===== config.mk =====
export PLATFORM = sky130hd
export DESIGN_NAME = utf8_stream_validator_top
export DESIGN_NICKNAME = d
export VERILOG_FILES = /design/src/rtl/core/u8v_pkg.sv /design/src/rtl/core/u8v_step.sv /design/src/rtl/core/utf8_stream_validator_top.sv
export SDC_FILE = /design/constraint.sdc
export NUM_CORES = 1
export LEC_CHECK = 0
export ABC_AREA = 1
export BUFFER_PORTS_ARGS = -buffer_cell sky130_fd_sc_hd__buf_2
export CAP_MARGIN = 10
export CORE_MARGIN = 2
export CORE_UTILIZATION = 41
export DETAILED_ROUTE_END_ITERATION = 8
export HOLD_SLACK_MARGIN = 0.15
export PLACE_DENSITY = 0.69
export SLEW_MARGIN = 40
export SYNTH_ARGS = -nofsm -noshare
export SYNTH_HDL_FRONTEND = slang
export SYNTH_HIERARCHICAL = 1
export SYNTH_SLANG_ARGS = --single-unit

===== constraint.sdc =====
create_clock -name clk_i -period 2.6 [get_ports clk_i]
set_input_delay 0.52 -clock clk_i [delete_from_list [all_inputs] [get_ports clk_i]]
set_output_delay 0.52 -clock clk_i [all_outputs]
set_load 0.01 [all_outputs]

===== src/rtl/core/u8v_pkg.sv =====
// shared types and constants for the utf-8 stream validator
package u8v_pkg;

  localparam longint unsigned MaxStringBytes = 64'd16777216;
  localparam int OffsetW = 24;
  localparam longint unsigned OffsetMax = 64'hFFFFFF;
  localparam logic [OffsetW-1:0] OffsetCap =
    ((MaxStringBytes - 64'd1) < OffsetMax) ? OffsetW'(MaxStringBytes - 64'd1)
                                           : OffsetW'(OffsetMax);

  typedef enum logic [2:0] {
    StValid     = 3'd0,
    StBadLead   = 3'd1,
    StTruncated = 3'd2,
    StBadCont   = 3'd3,
    StInvalid   = 3'd4
  } u8v_status_e;

  typedef struct packed {
    logic [7:0] data;
    logic       last;
    logic       empty;
  } u8v_item_t;

  typedef struct packed {
    logic               done;
    u8v_status_e        status;
    logic [OffsetW-1:0] offset;
  } u8v_result_t;

endpackage


===== src/rtl/core/u8v_step.sv =====
// per-byte utf-8 decode, string state and status generation
module u8v_step import u8v_pkg::*; (
  input  logic        clk_i,
  input  logic        rst_ni,
  input  logic        step_i,
  input  u8v_item_t   item_i,
  output u8v_result_t result_o
);

  logic [OffsetW-1:0] byte_count_q, byte_count_d;
  logic [OffsetW-1:0] lead_pos_q, lead_pos_d;
  logic [20:0]        partial_q, partial_d;
  logic [1:0]         need_q, need_d;
  logic [1:0]         extra_q, extra_d;
  logic               err_q, err_d;
  u8v_status_e        err_status_q, err_status_d;
  logic [OffsetW-1:0] err_off_q, err_off_d;
  logic               cont_q, cont_d;

  logic [7:0]         c;
  logic               bad_seq;

  assign c = item_i.data;

  always_comb begin
    byte_count_d = byte_count_q;
    lead_pos_d   = lead_pos_q;
    partial_d    = partial_q;
    need_d       = need_q;
    extra_d      = extra_q;
    err_d        = err_q;
    err_status_d = err_status_q;
    err_off_d    = err_off_q;
    cont_d       = cont_q;
    result_o     = '{done: 1'b0, status: StValid, offset: '0};
    bad_seq      = 1'b0;

    if (!item_i.empty) begin
      if (!err_q) begin
        if (need_q == 2'd0) begin
          if (c <= 8'h7F) begin
            // plain ascii
          end else if (c >= 8'hC2 && c <= 8'hDF) begin
            partial_d  = {16'd0, c[4:0]};
            need_d     = 2'd1;
            extra_d    = 2'd1;
            lead_pos_d = byte_count_q;
            cont_d     = 1'b0;
          end else if (c >= 8'hE0 && c <= 8'hEF) begin
            partial_d  = {17'd0, c[3:0]};
            need_d     = 2'd2;
            extra_d    = 2'd2;
            lead_pos_d = byte_count_q;
            cont_d     = 1'b0;
          end else if (c >= 8'hF0 && c <= 8'hF4) begin
            partial_d  = {18'd0, c[2:0]};
            need_d     = 2'd3;
            extra_d    = 2'd3;
            lead_pos_d = byte_count_q;
            cont_d     = 1'b0;
          end else begin
            err_d        = 1'b1;
            err_status_d = StBadLead;
            err_off_d    = byte_count_q;
            need_d       = 2'd0;
            cont_d       = 1'b0;
          end
        end else begin
          if (!cont_q) begin
            if (c[7:6] != 2'b10) begin
              cont_d       = 1'b1;
              err_status_d = StBadCont;
              err_off_d    = byte_count_q;
            end else begin
              partial_d = {partial_q[14:0], c[5:0]};
            end
          end
          need_d = need_q - 2'd1;
          if (need_q == 2'd1) begin
            // sequence complete
            bad_seq = (extra_q == 2'd2 && partial_d < 21'h800) ||
                      (extra_q == 2'd3 && partial_d < 21'h10000) ||
                      (partial_d > 21'h10FFFF) ||
                      (partial_d >= 21'hD800 && partial_d <= 21'hDFFF);
            if (cont_d) begin
              err_d        = 1'b1;
              err_status_d = StBadCont;
              cont_d       = 1'b0;
            end else if (bad_seq) begin
              err_d        = 1'b1;
              err_status_d = StInvalid;
              err_off_d    = lead_pos_q;
              cont_d       = 1'b0;
            end
          end
        end
      end
      byte_count_d = (byte_count_q < OffsetCap) ? byte_count_q + OffsetW'(1) : OffsetCap;
    end

    if (item_i.empty || item_i.last) begin
      result_o.done = 1'b1;
      if (err_d) begin
        result_o.status = err_status_d;
        result_o.offset = err_off_d;
      end else if (need_d != 2'd0) begin
        result_o.status = StTruncated;
        result_o.offset = lead_pos_d;
      end
      byte_count_d = '0;
      lead_pos_d   = '0;
      partial_d    = '0;
      need_d       = '0;
      extra_d      = '0;
      err_d        = 1'b0;
      err_status_d = StValid;
      err_off_d    = '0;
      cont_d       = 1'b0;
    end
  end

  always_ff @(posedge clk_i or negedge rst_ni) begin
    if (!rst_ni) begin
      byte_count_q <= '0;
      lead_pos_q   <= '0;
      partial_q    <= '0;
      need_q       <= '0;
      extra_q      <= '0;
      err_q        <= 1'b0;
      err_status_q <= StValid;
      err_off_q    <= '0;
      cont_q       <= 1'b0;
    end else if (step_i) begin
      byte_count_q <= byte_count_d;
      lead_pos_q   <= lead_pos_d;
      partial_q    <= partial_d;
      need_q       <= need_d;
      extra_q      <= extra_d;
      err_q        <= err_d;
      err_status_q <= err_status_d;
      err_off_q    <= err_off_d;
      cont_q       <= cont_d;
    end
  end

endmodule


===== src/rtl/core/utf8_stream_validator_top.sv =====
// status path: input register, decode stage, status register, then m_axis
// throughput: one byte per cycle, set by the single decode stage between the
// input and status registers, but a last byte waits while m_axis holds a status
// reset: rst_ni low clears the string state and both valid flags, no status pending
module utf8_stream_validator_top import u8v_pkg::*; (
  input  logic        clk_i,
  input  logic        rst_ni,
  input  logic        s_axis_tvalid,
  output logic        s_axis_tready,
  input  logic [7:0]  s_axis_tdata,  // data_byte
  input  logic        s_axis_tlast,  // last_byte
  input  logic [0:0]  s_axis_tuser,  // empty_string
  output logic        m_axis_tvalid,
  input  logic        m_axis_tready,
  output logic [31:0] m_axis_tdata   // status[2:0], error_offset[26:3], zero pad
);

  logic        in_valid_q;
  u8v_item_t   item_q;
  logic        out_valid_q;
  logic [31:0] out_data_q;
  u8v_result_t res;
  logic        out_free;
  logic        fire;

  u8v_step u_step (
    .clk_i    (clk_i),
    .rst_ni   (rst_ni),
    .step_i   (fire),
    .item_i   (item_q),
    .result_o (res)
  );

  assign out_free      = !out_valid_q || m_axis_tready;
  assign fire          = in_valid_q && (!res.done || out_free);
  assign s_axis_tready = !in_valid_q || fire;
  assign m_axis_tvalid = out_valid_q;
  assign m_axis_tdata  = out_data_q;

  always_ff @(posedge clk_i or negedge rst_ni) begin
    if (!rst_ni) begin
      in_valid_q  <= 1'b0;
      out_valid_q <= 1'b0;
    end else begin
      if (s_axis_tready) begin
        in_valid_q <= s_axis_tvalid;
      end
      if (out_free) begin
        out_valid_q <= fire && res.done;
      end
    end
  end

  always_ff @(posedge clk_i) begin
    if (s_axis_tvalid && s_axis_tready) begin
      item_q <= '{data: s_axis_tdata, last: s_axis_tlast, empty: s_axis_tuser[0]};
    end
    if (fire && res.done) begin
      out_data_q <= {5'd0, res.offset, res.status};
    end
  end

endmodule

==> implementation parameters <==
Parameter                              Value

Run status
  Status ... finished, final reports clean

Timing
  Final Slew Violations ... 0
  Max Clock Freq ... 0.4011 GHz
  RSZ-0062 raised after global routing ... true
  Transition time at the pin with the least slew margin ... 0.7668 ns
  Hold slack final ... 0.2749 ns
  Largest clock skew in the final design ... 0.01241 ns
  Worst max-slew margin expressed relative to the limit ... 48.88%
  Hold Vio Cnt, Final ... 0
  Clock period minus worst slack ... 2.493 ns
  Fraction of the cycle the final worst path needs ... 95.89%
  Final setup violation count ... 0
  Worst path setup slack after routing ... 0.1067 ns

Flow run
  Max-cap check violation count ... 0

Yosys
  Flip-flop and latch count after synthesis ... 141
  Number of instances in the synthesized netlist ... 1288
  Number of synthesized flops with an enable pin ... 37
  Most used flip-flop cell after synthesis ... dfrtp_1
  Cell area after technology mapping ... 8741 um^2
  Synth cell types ... 39
  Avg Synthesized Cell Area ... 6.786 um^2
  Async S/R FF share, synth ... 73.76%
  Yosys synthesis warning count ... 6
  Portion of the post-synthesis area used by sequential elements ... 42.48%

Routing
  Initial drt markers ... 750
  Post-DR wirelength/cell ... 15.29 um
  Total wire length ... 24820 um
  Drt drc ... 0
  Antenna Nets Post-Route ... 0
  Number of vias per cell after detailed routing ... 5.195
  Initial DRT Pass Iterations ... 7
  DR vias ... 8432

Hold path
  Hold Path Sink ... item_q[2]$_DFFE_PP_
  Worst hold-check path type ... in -> reg
  Hold path startpoint ... s_axis_tdata[0]
  Worst hold stages ... 1

Place
  Number of buffer cells added on primary ports ... 42
  Half-perimeter wire length of the detailed placement result ... 15700 um
  Routability congestion estimate from global placement ... 0.8774
  Setup Slack @ Placement ... 0.1019 ns

Layout
  Antenna diodes ... 0
  Final-layout fill cell count ... 2057
  Fraction of final layout cells with drive strength greater than 1 ... 11.57%
  Most common cell after layout, fill and taps aside ... nand2_1
  Commonest cells after routing, fill and taps aside ... nand2_1 (524), inv_1 (157), o21ai_0 (110), nand3_1 (105), dfrtp_1 (104)
  Number of nets in the final layout ... 1350
  Layout-stage area growth over the synthesis result ... 16.69%

Critical path
  Startpoint of the worst-slack reg-to-reg timing path ... item_q[0]$_DFFE_PP_
  Critical path required time ... 2.92 ns
  Maximum cell stage delay along the critical path ... 0.42 ns
  Arrival @ worst endpoint ... 2.82 ns
  Critical Path, Cell by Cell ... buf_4 > nor2_1 > inv_2 > buf_4 > nor2_1 > inv_1 > o21ai_4 > clkinvlp_2 > o21ai_0
  Cell type of the slowest stage on the worst timing path ... edfxtp_1
  R2r setup slk ... 0.11 ns
  Endpoint class of the critical path ... flip-flop
  Category of cells accounting for the largest share of critical-path delay ... buffers and inverters
  Critical path buffers and inverters ... 5
  Crit Path Category ... reg -> reg
  Length in cells of the worst reg-to-reg path ... 9
  Sort of element at the start of the critical path ... flip-flop
  Peak fanout along the critical path ... 16
  Worst reg2reg endpoint ... u_step/partial_q[15]$_DFFE_PN0P_

Clock tree
  CTS tree ... yes
  H-tree depth ... 4
  Clk pin slew, worst setup/hold paths ... 0.06 ns
  Clock Latency Late Sink ... 0.42 ns
  Clock sink count ... 141
  CTS Buf Count ... 17
  Number of buffers on the longest clock path ... 2
  Root buffer selected by CTS ... clkbuf_16

Global routing
  Number of global-route vias before repair ... 7756
  Initial antenna violation count ... 0
  First-pass GRT wire length ... 39690 um
  Maximum number of pins on one net before global-route repair ... 52
  Gr ovfl total ... 0
  All-Layer GR Usage ... 22.46%

Power
  Clock share of power ... 42.3%
  Total leakage power ... 5.170 nW
  Largest vdd supply drop ... 0.3965 mV
  Switching portion of total power ... 27.16%
  Sw power ... 1.517 mW
  Part of the total power dissipated in combinational logic ... 14.5%
  Sequential share of power ... 43.3%
  Cell Int Power ... 4.069 mW
  Power Density ... 547.7 nW/um^2

Die
  Total I/O pin count ... 48
  Floorplan Core Area ... 20960 um^2
  Area enclosed by the die boundary ... 22500 um^2
  Number of standard-cell rows in the floorplan ... 53
  Vertical die dimension ... 150.0 um
  Initial standard-cell utilization of the core ... 41.71%
  Chip width ... 150.0 um
==> cell type report <==
| class | count | area (um^2) | area share [%] |
|---|---|---|---|
| repair inverters | 2 | 12.51 | 0.1227 |
| inverters | 163 | 615.6 | 6.035 |
| multi-input cells | 916 | 4225 | 41.43 |
| clock inverters | 2 | 35.03 | 0.3435 |
| flip-flops and latches | 141 | 3714 | 36.41 |
| repair buffers | 94 | 729.5 | 7.152 |
| well taps | 275 | 344.1 | 3.373 |
| clock buffers | 30 | 524.3 | 5.140 |
==> stage by stage <==
stage          instance area, um^2  total power, mW  std cells  util, %  setup TNS [ns]
3_5_place_dp                  9469            3.216       1585    45.19               0
2_1_floorplan                 8760            2.913       1292        -               0
4_1_cts                      10040            5.576       1618    47.90               0
5_1_grt                      10200            5.805       1623    48.67         -0.2474
6_report                     10200            5.586       1623    48.67               0
3_3_place_gp                  9465            3.209       1585    45.17               0
==> worst max-delay path by stage <==
stage | start | to | slack, ns | cells past startpoint
detailed placement | item_q[8]$_DFFE_PP_ | m_axis_tdata[18]$_DFFE_PP_ | 0.10 | 15
global route | item_q[0]$_DFFE_PP_ | u_step/partial_q[12]$_DFFE_PN0P_ | -0.03 | 10
global placement | u_step/err_q$_DFFE_PN0P_ | m_axis_tdata[9]$_DFFE_PP_ | 0.09 | 9
CTS | item_q[8]$_DFFE_PP_ | m_axis_tdata[5]$_DFFE_PP_ | 0.09 | 17
floorplan | item_q[0]$_DFFE_PP_ | u_step/byte_count_q[21]$_DFFE_PN0P_ | 0.26 | 12
finish | item_q[0]$_DFFE_PP_ | u_step/partial_q[15]$_DFFE_PN0P_ | 0.11 | 9
==> registers in the layout (all words and copies together), names as in the netlist, 2 cells and up <==
signal and count:
item_q 10, m_axis_tdata 27, u_step/byte_count_q 24, u_step/err_off_q 24, u_step/err_status_q 3, u_step/extra_q 2, u_step/lead_pos_q 24, u_step/need_q 2
u_step/partial_q 21
==> metal layers <==
layer / up-vias / GRT usage, % / wire length, um / share of wire, %
met4: 0 / 7.642 / 503 / 2.0
met1: 3905 / 30.02 / 11140 / 45
met3: 46 / 2.927 / 1347 / 5.4
met5: - / 0 / 0 / 0
met2: 275 / 37.56 / 11830 / 48
li1: 4206 / - / - / -
==> logic make-up after synthesis <==
group	count (synthesis)	synth area share [%]
AND/OR/NAND/NOR	711	33.27
buffers and inverters	235	10.71
XOR/XNOR	7	0.7014
adder cells (fa/ha/maj)	1	0.1431
flip-flops	141	42.49
other	1	0.04290
AO/OA/AOI/OAI	192	12.65
==> power groups by stage <==
stage	Sequential [mW]	Combinational [mW]	Clock [mW]
3_3_place_gp	2.46	0.751	0
3_5_place_dp	2.46	0.759	0
6_report	2.42	0.808	2.36
2_1_floorplan	2.47	0.444	0
4_1_cts	2.42	0.764	2.40
5_1_grt	2.43	0.891	2.49
==> synthesized netlist by cell type, types with 2 or more instances <==
master | instances | share of area, %
nor3_1 | 10 | 0.57
clkbuf_1 | 53 | 2.3
inv_2 | 2 | 0.086
o31ai_1 | 5 | 0.43
a21oi_1 | 8 | 0.46
buf_4 | 8 | 0.69
nand3_1 | 107 | 6.1
buf_6 | 2 | 0.26
a31oi_1 | 5 | 0.36
buf_2 | 7 | 0.40
o21ai_1 | 5 | 0.29
nand4_1 | 8 | 0.57
xor2_1 | 7 | 0.70
dfrtp_1 | 104 | 30
nand2_4 | 2 | 0.26
nand2_1 | 526 | 23
o22ai_1 | 17 | 1.2
o21ai_0 | 112 | 6.4
nor4_1 | 4 | 0.29
nand4_2 | 2 | 0.29
o2111ai_1 | 2 | 0.20
nor2_1 | 42 | 1.8
inv_1 | 160 | 6.9
o211ai_1 | 34 | 2.9
buf_1 | 2 | 0.086
edfxtp_1 | 37 | 13
nand2_2 | 5 | 0.36
==> timing repair <==
| item | CTS | global route |
|---|---|---|
| setup buffers | 0 | 2 |
| hold buffers | 1 | 0 |
| hold endpoints to repair | 27 | 0 |
| setup endpoints to repair | 0 | 40 |
| gates resized for setup | 0 | 30 |
==> worst register-to-register path: cells and delay by family (launching register included) <==
family	cells	cell delay, ns
AND/OR/NAND/NOR	2	0.44
flip-flops	1	0.42
buffers and inverters	5	0.98
AO/OA/AOI/OAI	2	0.56
Power figures use the tool's default switching activity.
